`config.mk`:
```
export PLATFORM = sky130hd
export DESIGN_NAME = decimal_string_to_int64_core
export DESIGN_NICKNAME = d
export VERILOG_FILES = /design/src/hdl/dsi_pkg.sv /design/src/hdl/dsi_parser.sv /design/src/hdl/dsi_out_buf.sv /design/src/hdl/decimal_string_to_int64_core.sv
export SDC_FILE = /design/constraint.sdc
export NUM_CORES = 1
export LEC_CHECK = 0
export BUFFER_PORTS_ARGS = -buffer_cell sky130_fd_sc_hd__buf_2
export CORE_MARGIN = 2
export CORE_UTILIZATION = 63
export DETAILED_ROUTE_END_ITERATION = 6
export PLACE_DENSITY = 0.82
export REMOVE_ABC_BUFFERS = 1
export SYNTH_ARGS = -nofsm -noshare
export SYNTH_HDL_FRONTEND = slang
export SYNTH_SLANG_ARGS = --single-unit
```
`constraint.sdc`:
```
create_clock -name clk -period 9.8 [get_ports clk]
set_clock_uncertainty 0.2 [all_clocks]
set_input_delay 0.49 -clock clk [delete_from_list [all_inputs] [get_ports clk]]
set_output_delay 0.49 -clock clk [all_outputs]
set_load 0.01 [all_outputs]
```
`src/hdl/dsi_pkg.sv`:
```
// Shared types and constants for the decimal string to int64 parser.
package dsi_pkg;

    localparam int unsigned CHAR_W   = 8;
    localparam int unsigned VALUE_W  = 64;
    localparam int unsigned STATUS_W = 2;
    // magnitude * 10 + 9 stays below 2^67
    localparam int unsigned PROD_W   = VALUE_W + 4;

    localparam logic [CHAR_W-1:0] CHAR_NUL   = 8'h00;
    localparam logic [CHAR_W-1:0] CHAR_TAB   = 8'h09;
    localparam logic [CHAR_W-1:0] CHAR_SPACE = 8'h20;
    localparam logic [CHAR_W-1:0] CHAR_PLUS  = 8'h2B;
    localparam logic [CHAR_W-1:0] CHAR_MINUS = 8'h2D;
    localparam logic [CHAR_W-1:0] CHAR_ZERO  = 8'h30;
    localparam logic [CHAR_W-1:0] CHAR_NINE  = 8'h39;

    localparam logic [VALUE_W-1:0] POS_LIMIT = {1'b0, {(VALUE_W-1){1'b1}}};
    localparam logic [VALUE_W-1:0] NEG_LIMIT = {1'b1, {(VALUE_W-1){1'b0}}};

    typedef enum logic [STATUS_W-1:0] {
        ST_OK       = 2'd0,
        ST_OVERFLOW = 2'd1,
        ST_INVALID  = 2'd2
    } status_t;

    typedef enum logic [1:0] {
        PH_LEAD   = 2'd0,
        PH_DIGITS = 2'd1,
        PH_DROP   = 2'd2
    } phase_t;

    // result of one parser step, decided from current state and character
    typedef struct packed {
        logic                has_result;
        logic [VALUE_W-1:0]  value;
        logic [STATUS_W-1:0] status;
    } step_res_t;

endpackage

```
`src/hdl/dsi_parser.sv`:
```
// Parser state and per-character next-state and result logic.
module dsi_parser (
    input  logic                        clk,
    input  logic                        rst_n,
    input  logic                        step,
    input  logic [dsi_pkg::CHAR_W-1:0]  character,
    output dsi_pkg::step_res_t          res
);

    dsi_pkg::phase_t               phase_reg, phase_next;
    logic                          neg_reg, neg_next;
    logic [dsi_pkg::VALUE_W-1:0]   mag_reg, mag_next;

    logic                          is_digit;
    logic                          is_space;
    logic [3:0]                    digit;
    logic [dsi_pkg::VALUE_W-1:0]   limit;
    logic [dsi_pkg::PROD_W-1:0]    mag_ext;
    logic [dsi_pkg::PROD_W-1:0]    prod;
    logic                          ovf;

    assign is_digit = (character >= dsi_pkg::CHAR_ZERO) && (character <= dsi_pkg::CHAR_NINE);
    assign is_space = (character == dsi_pkg::CHAR_SPACE) || (character == dsi_pkg::CHAR_TAB);
    assign digit    = 4'(character - dsi_pkg::CHAR_ZERO);
    assign limit    = neg_reg ? dsi_pkg::NEG_LIMIT : dsi_pkg::POS_LIMIT;
    assign mag_ext  = {4'b0000, mag_reg};
    // times ten as shift and add
    assign prod     = (mag_ext << 3) + (mag_ext << 1)
                    + {{(dsi_pkg::PROD_W-4){1'b0}}, digit};
    assign ovf      = prod > {4'b0000, limit};

    // next state
    always_comb
    begin
        phase_next = phase_reg;
        neg_next   = neg_reg;
        mag_next   = mag_reg;
        unique case (phase_reg)
            dsi_pkg::PH_LEAD, dsi_pkg::PH_DIGITS:
            begin
                if (character == dsi_pkg::CHAR_NUL)
                begin
                    phase_next = dsi_pkg::PH_LEAD;
                    neg_next   = 1'b0;
                    mag_next   = '0;
                end
                else if (is_digit)
                begin
                    if (ovf)
                    begin
                        phase_next = dsi_pkg::PH_DROP;
                    end
                    else
                    begin
                        phase_next = dsi_pkg::PH_DIGITS;
                        mag_next   = prod[dsi_pkg::VALUE_W-1:0];
                    end
                end
                else if (phase_reg == dsi_pkg::PH_LEAD && is_space)
                begin
                    phase_next = dsi_pkg::PH_LEAD;
                end
                else if (phase_reg == dsi_pkg::PH_LEAD && character == dsi_pkg::CHAR_MINUS)
                begin
                    phase_next = dsi_pkg::PH_DIGITS;
                    neg_next   = 1'b1;
                end
                else if (phase_reg == dsi_pkg::PH_LEAD && character == dsi_pkg::CHAR_PLUS)
                begin
                    phase_next = dsi_pkg::PH_DIGITS;
                end
                else
                begin
                    phase_next = dsi_pkg::PH_DROP;
                end
            end
            default:
            begin
                // dropping (or unused code) until NUL
                if (character == dsi_pkg::CHAR_NUL)
                begin
                    phase_next = dsi_pkg::PH_LEAD;
                    neg_next   = 1'b0;
                    mag_next   = '0;
                end
            end
        endcase
    end

    // result
    always_comb
    begin
        res.has_result = 1'b0;
        res.value      = '0;
        res.status     = dsi_pkg::ST_OK;
        unique case (phase_reg)
            dsi_pkg::PH_LEAD, dsi_pkg::PH_DIGITS:
            begin
                if (character == dsi_pkg::CHAR_NUL)
                begin
                    res.has_result = 1'b1;
                    res.value      = neg_reg ? (~mag_reg + 64'd1) : mag_reg;
                    res.status     = dsi_pkg::ST_OK;
                end
                else if (is_digit)
                begin
                    if (ovf)
                    begin
                        res.has_result = 1'b1;
                        res.value      = limit;
                        res.status     = dsi_pkg::ST_OVERFLOW;
                    end
                end
                else if (phase_reg == dsi_pkg::PH_LEAD
                         && (is_space || character == dsi_pkg::CHAR_MINUS
                             || character == dsi_pkg::CHAR_PLUS))
                begin
                    res.has_result = 1'b0;
                end
                else
                begin
                    res.has_result = 1'b1;
                    res.value      = '0;
                    res.status     = dsi_pkg::ST_INVALID;
                end
            end
            default:
            begin
                res.has_result = 1'b0;
            end
        endcase
    end

    always_ff @(posedge clk or negedge rst_n)
    begin
        if (!rst_n)
        begin
            phase_reg <= dsi_pkg::PH_LEAD;
            neg_reg   <= 1'b0;
            mag_reg   <= '0;
        end
        else if (step)
        begin
            phase_reg <= phase_next;
            neg_reg   <= neg_next;
            mag_reg   <= mag_next;
        end
    end

    a_mag_in_range: assert property (@(posedge clk) disable iff (!rst_n)
        mag_reg <= dsi_pkg::NEG_LIMIT)
        else $error("magnitude above 2^63");

    a_early_drops: assert property (@(posedge clk) disable iff (!rst_n)
        (step && res.has_result && res.status != dsi_pkg::ST_OK)
        |=> (phase_reg == dsi_pkg::PH_DROP))
        else $error("early result did not enter drop phase");

    a_nul_restarts: assert property (@(posedge clk) disable iff (!rst_n)
        (step && character == dsi_pkg::CHAR_NUL)
        |=> (phase_reg == dsi_pkg::PH_LEAD && !neg_reg && mag_reg == '0))
        else $error("NUL did not start a new string");

endmodule

```
`src/hdl/dsi_out_buf.sv`:
```
// Result register with valid/ready handshake toward the consumer.
module dsi_out_buf (
    input  logic                          clk,
    input  logic                          rst_n,
    input  logic                          load,
    input  logic [dsi_pkg::VALUE_W-1:0]   load_value,
    input  logic [dsi_pkg::STATUS_W-1:0]  load_status,
    output logic                          free,
    output logic                          out_valid,
    input  logic                          out_ready,
    output logic signed [dsi_pkg::VALUE_W-1:0] value,
    output logic [dsi_pkg::STATUS_W-1:0]  status
);

    logic                          valid_reg;
    logic [dsi_pkg::VALUE_W-1:0]   value_reg;
    logic [dsi_pkg::STATUS_W-1:0]  status_reg;

    assign free      = !valid_reg || out_ready;
    assign out_valid = valid_reg;
    assign value     = signed'(value_reg);
    assign status    = status_reg;

    always_ff @(posedge clk or negedge rst_n)
    begin
        if (!rst_n)
        begin
            valid_reg <= 1'b0;
        end
        else if (free)
        begin
            valid_reg <= load;
        end
    end

    always_ff @(posedge clk)
    begin
        if (free && load)
        begin
            value_reg  <= load_value;
            status_reg <= load_status;
        end
    end

endmodule

```
`src/hdl/decimal_string_to_int64_core.sv`:
```
// Top level: input register, parser step and result register.
// out_valid comes from the result register, which is loaded from the parser step.
// Throughput: one character per cycle; the parser step sits between the input
// register and the result register, and stalls only while the result register is full.
// Strings without an early result give one transaction at their NUL.
// Reset (rst_n low, asynchronous) empties both registers and restarts in the leading phase.
module decimal_string_to_int64_core (
    input  logic                          clk,
    input  logic                          rst_n,
    input  logic                          in_valid,
    output logic                          in_ready,
    input  logic [dsi_pkg::CHAR_W-1:0]    character,
    output logic                          out_valid,
    input  logic                          out_ready,
    output logic signed [dsi_pkg::VALUE_W-1:0] value,
    output logic [dsi_pkg::STATUS_W-1:0]  status
);

    logic                          in_valid_reg;
    logic [dsi_pkg::CHAR_W-1:0]    char_reg;
    dsi_pkg::step_res_t            res;
    logic                          out_free;
    logic                          process;

    // a character with no result never waits on the output side
    assign process  = in_valid_reg && (!res.has_result || out_free);
    assign in_ready = !in_valid_reg || process;

    always_ff @(posedge clk or negedge rst_n)
    begin
        if (!rst_n)
        begin
            in_valid_reg <= 1'b0;
        end
        else if (in_ready)
        begin
            in_valid_reg <= in_valid;
        end
    end

    always_ff @(posedge clk)
    begin
        if (in_ready && in_valid)
        begin
            char_reg <= character;
        end
    end

    dsi_parser u_parser (
        .clk       (clk),
        .rst_n     (rst_n),
        .step      (process),
        .character (char_reg),
        .res       (res)
    );

    dsi_out_buf u_out_buf (
        .clk         (clk),
        .rst_n       (rst_n),
        .load        (process && res.has_result),
        .load_value  (res.value),
        .load_status (res.status),
        .free        (out_free),
        .out_valid   (out_valid),
        .out_ready   (out_ready),
        .value       (value),
        .status      (status)
    );

    a_result_lands: assert property (@(posedge clk) disable iff (!rst_n)
        (process && res.has_result) |=> out_valid)
        else $error("processed result missing at output");

    a_no_overwrite: assert property (@(posedge clk) disable iff (!rst_n)
        (process && res.has_result) |-> (!out_valid || out_ready))
        else $error("result register overwritten");

endmodule
```
; ---- Word-level counts from Yosys, hierarchy flattened
; Cells that the tools add are included.
[op_classes]
n_bitwise = 2
add_sub_neg = 4
reduce_logical = 28
n_mux = 27
eq_ne = 8
order_cmp = 3
[op_table]
columns = op, n
row1 = $mux W64, 7
row2 = $mux W67, 3
row3 = $add A67 B65 Y68, 1
row4 = $add A68 B4 Y68, 1
row5 = $gt A68 B64 Y1, 1
row6 = $add A64 B1 Y64 const B, 1
row7 = $not A64 Y64, 1
row8 = $eq A8 B6 Y1 const B, 3
row9 = $mux W2, 9
row10 = $logic_and A1 B1 Y1, 9
row11 = $eq A8 B4 Y1 const B, 1
row12 = $ge A8 B6 Y1 const B, 1
row13 = $le A8 B6 Y1 const B, 1
row14 = $logic_not A8 Y1, 1
row15 = $mux W1, 8
row16 = $logic_or A1 B1 Y1, 6
row17 = $reduce_bool A2 Y1, 3
row18 = $reduce_and A5 Y1, 1
row19 = $ne A2 B2 Y1 const B, 2
row20 = $reduce_and A4 Y1, 1
row21 = $reduce_or A2 Y1, 2
row22 = $sub A4 B1 Y4 const B, 1
row23 = $logic_not A1 Y1, 3
row24 = $eq A2 B1 Y1 const B, 1
row25 = 4 further kinds, 4
[word_totals]
out_inout_bits = 68
ff_bits = 143
wordCells = 80

; ---- Longest topological paths before layout
[logic_depth]
ltp_word = 14
ltp_mapped = 27

; ---- Hierarchy
; Synthesis repeated with hierarchy kept, for this count alone.
[unflattened]
cells_unflattened = 1437
area_unflattened_um2 = 13329.0
[modules_own_cells]
columns = module, seq_area_each_um2, area_each_um2, cells_per_inst, n_inst
row1 = dsi_parser, 1676.6, 10974.3, 1352, 1
row2 = dsi_out_buf, 2006.9, 2035.7, 70, 1
row3 = decimal_string_to_int64_core, 265.3, 319.1, 15, 1

; ---- Least setup slack after synthesis
; Ideal clock, no wire load.
[synth_timing]
path_type = register to register
start = register char_reg[3] in the netlist's numbering
end = register u_out_buf.status_reg (netlist bit u_out_buf.status[0]) (enable)
arrival_ns = 8.108
period_less_slack_ns = 8.806
stages_incl_launch_ff = 21
required_ns = 9.102
path_slack_ns = 0.994
setup_ns = 0.498
cell_sequence = edfxtp_1 -> fa_1 -> ha_1 -> a211oi_1 -> o21ai_1 -> o211ai_1 -> a21o_1 -> o41a_1 -> o311a_1 -> o31ai_1 -> xor2_1 -> ha_1 -> nand4_1 -> or4_1 -> nor4_1 -> and2_1 -> a221o_1 -> a221o_2 -> nor2_1 -> o21ai_0 -> nor2b_1
[synth_between]
elab_chain_cells = 14
elab_cells_between_ends = 25
cone_classes = add/sub: 2 / order compare: 3 / eq/ne: 4 / mux: 5 / reduce/logical: 11
[synth_lines]
columns = element, line_no
row1 = from (decl), decimal_string_to_int64_core.sv:20  ; logic [dsi_pkg::CHAR_W-1:0] char_reg;
row2 = from (signal assigned), decimal_string_to_int64_core.sv:45  ; char_reg <= character;
row3 = branches (longest 7 deep; another with $add A68 B4 Y68), --
row4 = $mux W67 (*), dsi_parser.sv:99  ; if (character == dsi_pkg::CHAR_NUL)
row5 = $mux W1 (*), dsi_parser.sv:96  ; unique case (phase_reg)
row6 = $logic_not A1 Y1, decimal_string_to_int64_core.sv:26  ; assign process = in_valid_reg && (!res.has_result || out_free);
row7 = $logic_or A1 B1 Y1, decimal_string_to_int64_core.sv:26
row8 = $logic_and A1 B1 Y1, decimal_string_to_int64_core.sv:26
row9 = $logic_and A1 B1 Y1 (*), decimal_string_to_int64_core.sv:60  ; .load (process && res.has_result),
row10 = $logic_and A1 B1 Y1 (*), dsi_out_buf.sv:38  ; if (free && load)
row11 = to (signal assigned), dsi_out_buf.sv:41  ; status_reg <= load_status;
row12 = to (decl), dsi_out_buf.sv:17  ; logic [dsi_pkg::STATUS_W-1:0] status_reg;
; Mark *: on every way between the ends.
; A chain may end at the register's enable or synchronous reset.

; ---- Worst setup path in the final report
[layout_timing]
start = register u_parser.mag_reg[2] in the netlist's numbering
end = register u_out_buf.value_reg (netlist bit u_out_buf.value[11]) (data pin)
[layout_between]
elab_chain_cells = 6
elab_cells_between_ends = 9
cone_classes = add/sub: 3 / order compare: 1 / mux: 4 / bitwise: 1
[layout_lines]
columns = element, line_no
row1 = from (decl), dsi_parser.sv:12  ; logic [dsi_pkg::VALUE_W-1:0] mag_reg, mag_next;
row2 = from (signal assigned), dsi_parser.sv:146  ; mag_reg <= mag_next;
row3 = $add A67 B65 Y68, dsi_parser.sv:28  ; assign prod = (mag_ext << 3) + (mag_ext << 1)
row4 = $add A68 B4 Y68, dsi_parser.sv:29  ; + {{(dsi_pkg::PROD_W-4){1'b0}}, digit};
row5 = $gt A68 B64 Y1, dsi_parser.sv:30  ; assign ovf = prod > {4'b0000, limit};
row6 = $mux W67, dsi_parser.sv:107  ; if (ovf)
row7 = $mux W67, dsi_parser.sv:105  ; else if (is_digit)
row8 = $mux W67 (*), dsi_parser.sv:99
row9 = to (signal assigned), dsi_out_buf.sv:40  ; value_reg <= load_value;
row10 = to (decl), dsi_out_buf.sv:16  ; logic [dsi_pkg::VALUE_W-1:0] value_reg;
; Every way passes the cells marked *; elsewhere a longest branch is shown, timed or not.

==> run metrics <==
Post-synth EDFFs 74; post-place setup slack 1960 ps; Post-synth top cells ha_1, a21oi_1, nand2_1; Post-DRT Antenna Nets 0; grt ovf 0; failing checks design-rule violations, negative hold slack; PortBufs 79; syn avg cell area 8.96 sq um; Vias/cell 7.06; final setup fails 0; cell with the most instances after synthesis ha_1; fraction of registers with async set/reset 48.3%; hpwl dp 28.0 mm; final hold vios 8; Initial Util 63.7%; I/O pin count 80; worst min path class primary input to async pin; FF-to-FF setup slack 1630 ps; setup TNS 0 ps; final worst slack 1630 ps; Max VDD drop 0.109 mV; Netlist cell types 83; Worst-Margin Slew between 1000 and 1500 ps; largest net degree at the start of global routing 70; Site Rows 53; top post-synthesis cells by area ha_1, edfxtp_1, dfrtp_1; Yosys top cell by area ha_1; DRC errors left 1; diode count 0; CP startpoint kind register; Most used DFF post-synth edfxtp_1; die area 22200 sq um; initial antenna violation count 0; headroom to the max-slew limit 29.7%; mapped cell area 13300 sq um; Worst Setup End Kind register; mean routed wirelength per cell around 22 um; Vias 12600; Ys Warns 0; first-pass GRT wire length between 60 and 70 mm; TritonCTS Buffers 17; DIE WIDTH 149 um; P&R area growth vs syn 7.41%; Max Buffers Root-to-Sink 2; Critical Path, Cell by Cell fa_1, ha_1, a211oi_1, o21ai_1, o211ai_1, a21o_1, o41a_1, o311a_1, o31ai_1, xor2_1, ha_1, nand4_1, or4_1, nor4_1, and4bb_1, mux2i_1, and2_1, a221o_1, a221o_2, o21ba_2, buf_4, nand2_1, a21oi_1; CTS tree built; synthesized flop and latch total 143; cell mode on critical path ha_1; Hold WS -5.44 ps; number of global-route vias before repair around 12000; Fillers roughly 1600; Leak Pwr 6.89 nW; Max Clk Rate 122 MHz; worst-path maximum fanout 34; die height ~150 um; clk sinks 143; top cell type's share of synthesized area 18.1%; core area 20800 sq um; GRT Total Usage 35.3%; Layout Cells excl Fill 1786; Nets 1704; unrepaired setup endpoints after global routing false; Gate Count Post-Synth ~1500; CTS Hold Bufs 0; Crit-path slowest cell dfrtp_1; setup bufs post-CTS 0; clock-pin slew on the worst setup and hold paths about 70 ps; CTS root buf clkbuf_16; worst-skew pair later-pin latency 440 ps; max capacitance violation total 0; Tmin final roughly 8200 ps; Crit Path Class register to register; Power Density 97.6 nW/um^2; Initial DRC Count 1434; sequential element share of the synthesized area 29.8%; DRT Wirelength 39.2 mm; Worst Path Arrival a little over 8000 ps; # placed instances 1754; Final Max Slew Viols 0; iteration count of the initial detailed-routing pass 7; Resized Gates After CTS 0; htree depth 4; data required time of the critical path 9740 ps; GPL Wtd Cong 0.982; status finished, violations left; crit share post-route a little over four fifths; Max stage delay on crit path 560 ps; share of layout cells above drive strength 1 9.86%
-- power breakdown --
part / switching [mW] / internal (mW) / leakage (nW)
Combinational: 0.0460 / 0.0182 / 4.89
Sequential: 0.00994 / 0.642 / 1.72
Clock: 0.312 / 0.363 / 0.285
Total: 0.368 / 1.02 / 6.89
-- per-layer routing --
metal  GRT usage (%)  part of all wire (%)  vias up
met3            5.23                    10      131
met4            14.7                   3.6        0
met5               0                     0        -
met1            49.6                    42     5914
li1                -                     -     5733
met2            54.7                    44      839
-- area by class of cell --
type	instances	area [sq um]	share of cell area [%]
clock buffers	17	425	2.99
clock inverters	15	170	1.19
inverters	24	90.1	0.632
multi-input cells	1226	8820	61.9
flip-flops and latches	143	3950	27.7
well taps	275	344	2.41
repair buffers	86	450	3.16
-- worst paths after layout --
check	start	endpoint	depth (start not counted)
min in group clk	character[7]	char_reg[7]$_DFFE_PP_	1
setup reg to reg	u_parser.mag_reg[2]$_DFFE_PN0P_	u_out_buf.value[11]$_SDFFCE_PN0P_	23
hold reg to reg	u_parser.phase_reg[0]$_DFFE_PN0P_	u_parser.phase_reg[0]$_DFFE_PN0P_	2
hold / removal	rst_n	u_parser.mag_reg[32]$_DFFE_PN0P_	1
max in group asynchronous	rst_n	u_parser.neg_reg$_DFFE_PN0P_	1
setup / recovery	u_parser.mag_reg[2]$_DFFE_PN0P_	u_out_buf.value[11]$_SDFFCE_PN0P_	23
-- worst max-delay path, delay by kind of cell (launching register included) --
| family | cells | cell delay, ps |
|---|---|---|
| xor+xnor | 1 | 170 |
| compound gates | 11 | 3420 |
| flops | 1 | 560 |
| buf+inv | 1 | 320 |
| mux | 1 | 80 |
| fa+ha+maj | 3 | 1170 |
| simple gates | 6 | 1920 |
-- cell usage in the layout (no fill, tap or decap), types with 31 or more instances in the layout --
| cell type | count |
|---|---|
| dfrtp_1 | 68 |
| a22o_1 | 63 |
| a21o_1 | 31 |
| nor2_1 | 100 |
| edfxtp_1 | 74 |
| o22ai_1 | 52 |
| nand2_1 | 109 |
| o21ai_0 | 67 |
| nand4_1 | 39 |
| nor3_1 | 51 |
| a21oi_1 | 184 |
| buf_2 | 78 |
| xnor2_1 | 46 |
| ha_1 | 192 |
-- cell families after synthesis --
logic type / count (synthesis) / share of synthesized area, %
AO/OA/AOI/OAI: 523 / 25.8
multiplexers: 20 / 1.51
XOR/XNOR: 77 / 5.14
adder cells (fa/ha/maj): 194 / 18.4
flip-flops: 143 / 29.8
buffers and inverters: 111 / 3.93
AND/OR/NAND/NOR: 412 / 15.4
-- through the flow --
stage	power (mW)	cell area, sq um	hold WS (ps)	util, %
after floorplan	0.698	12800	-5.59	-
after global placement	0.725	13700	316	65.6
after detailed placement	0.727	13700	317	65.6
after CTS	1.39	14300	24.9	68.4
after global routing	1.42	14300	25.7	68.4
final	1.39	14300	-5.44	68.4
Power figures use the tool's default switching activity.
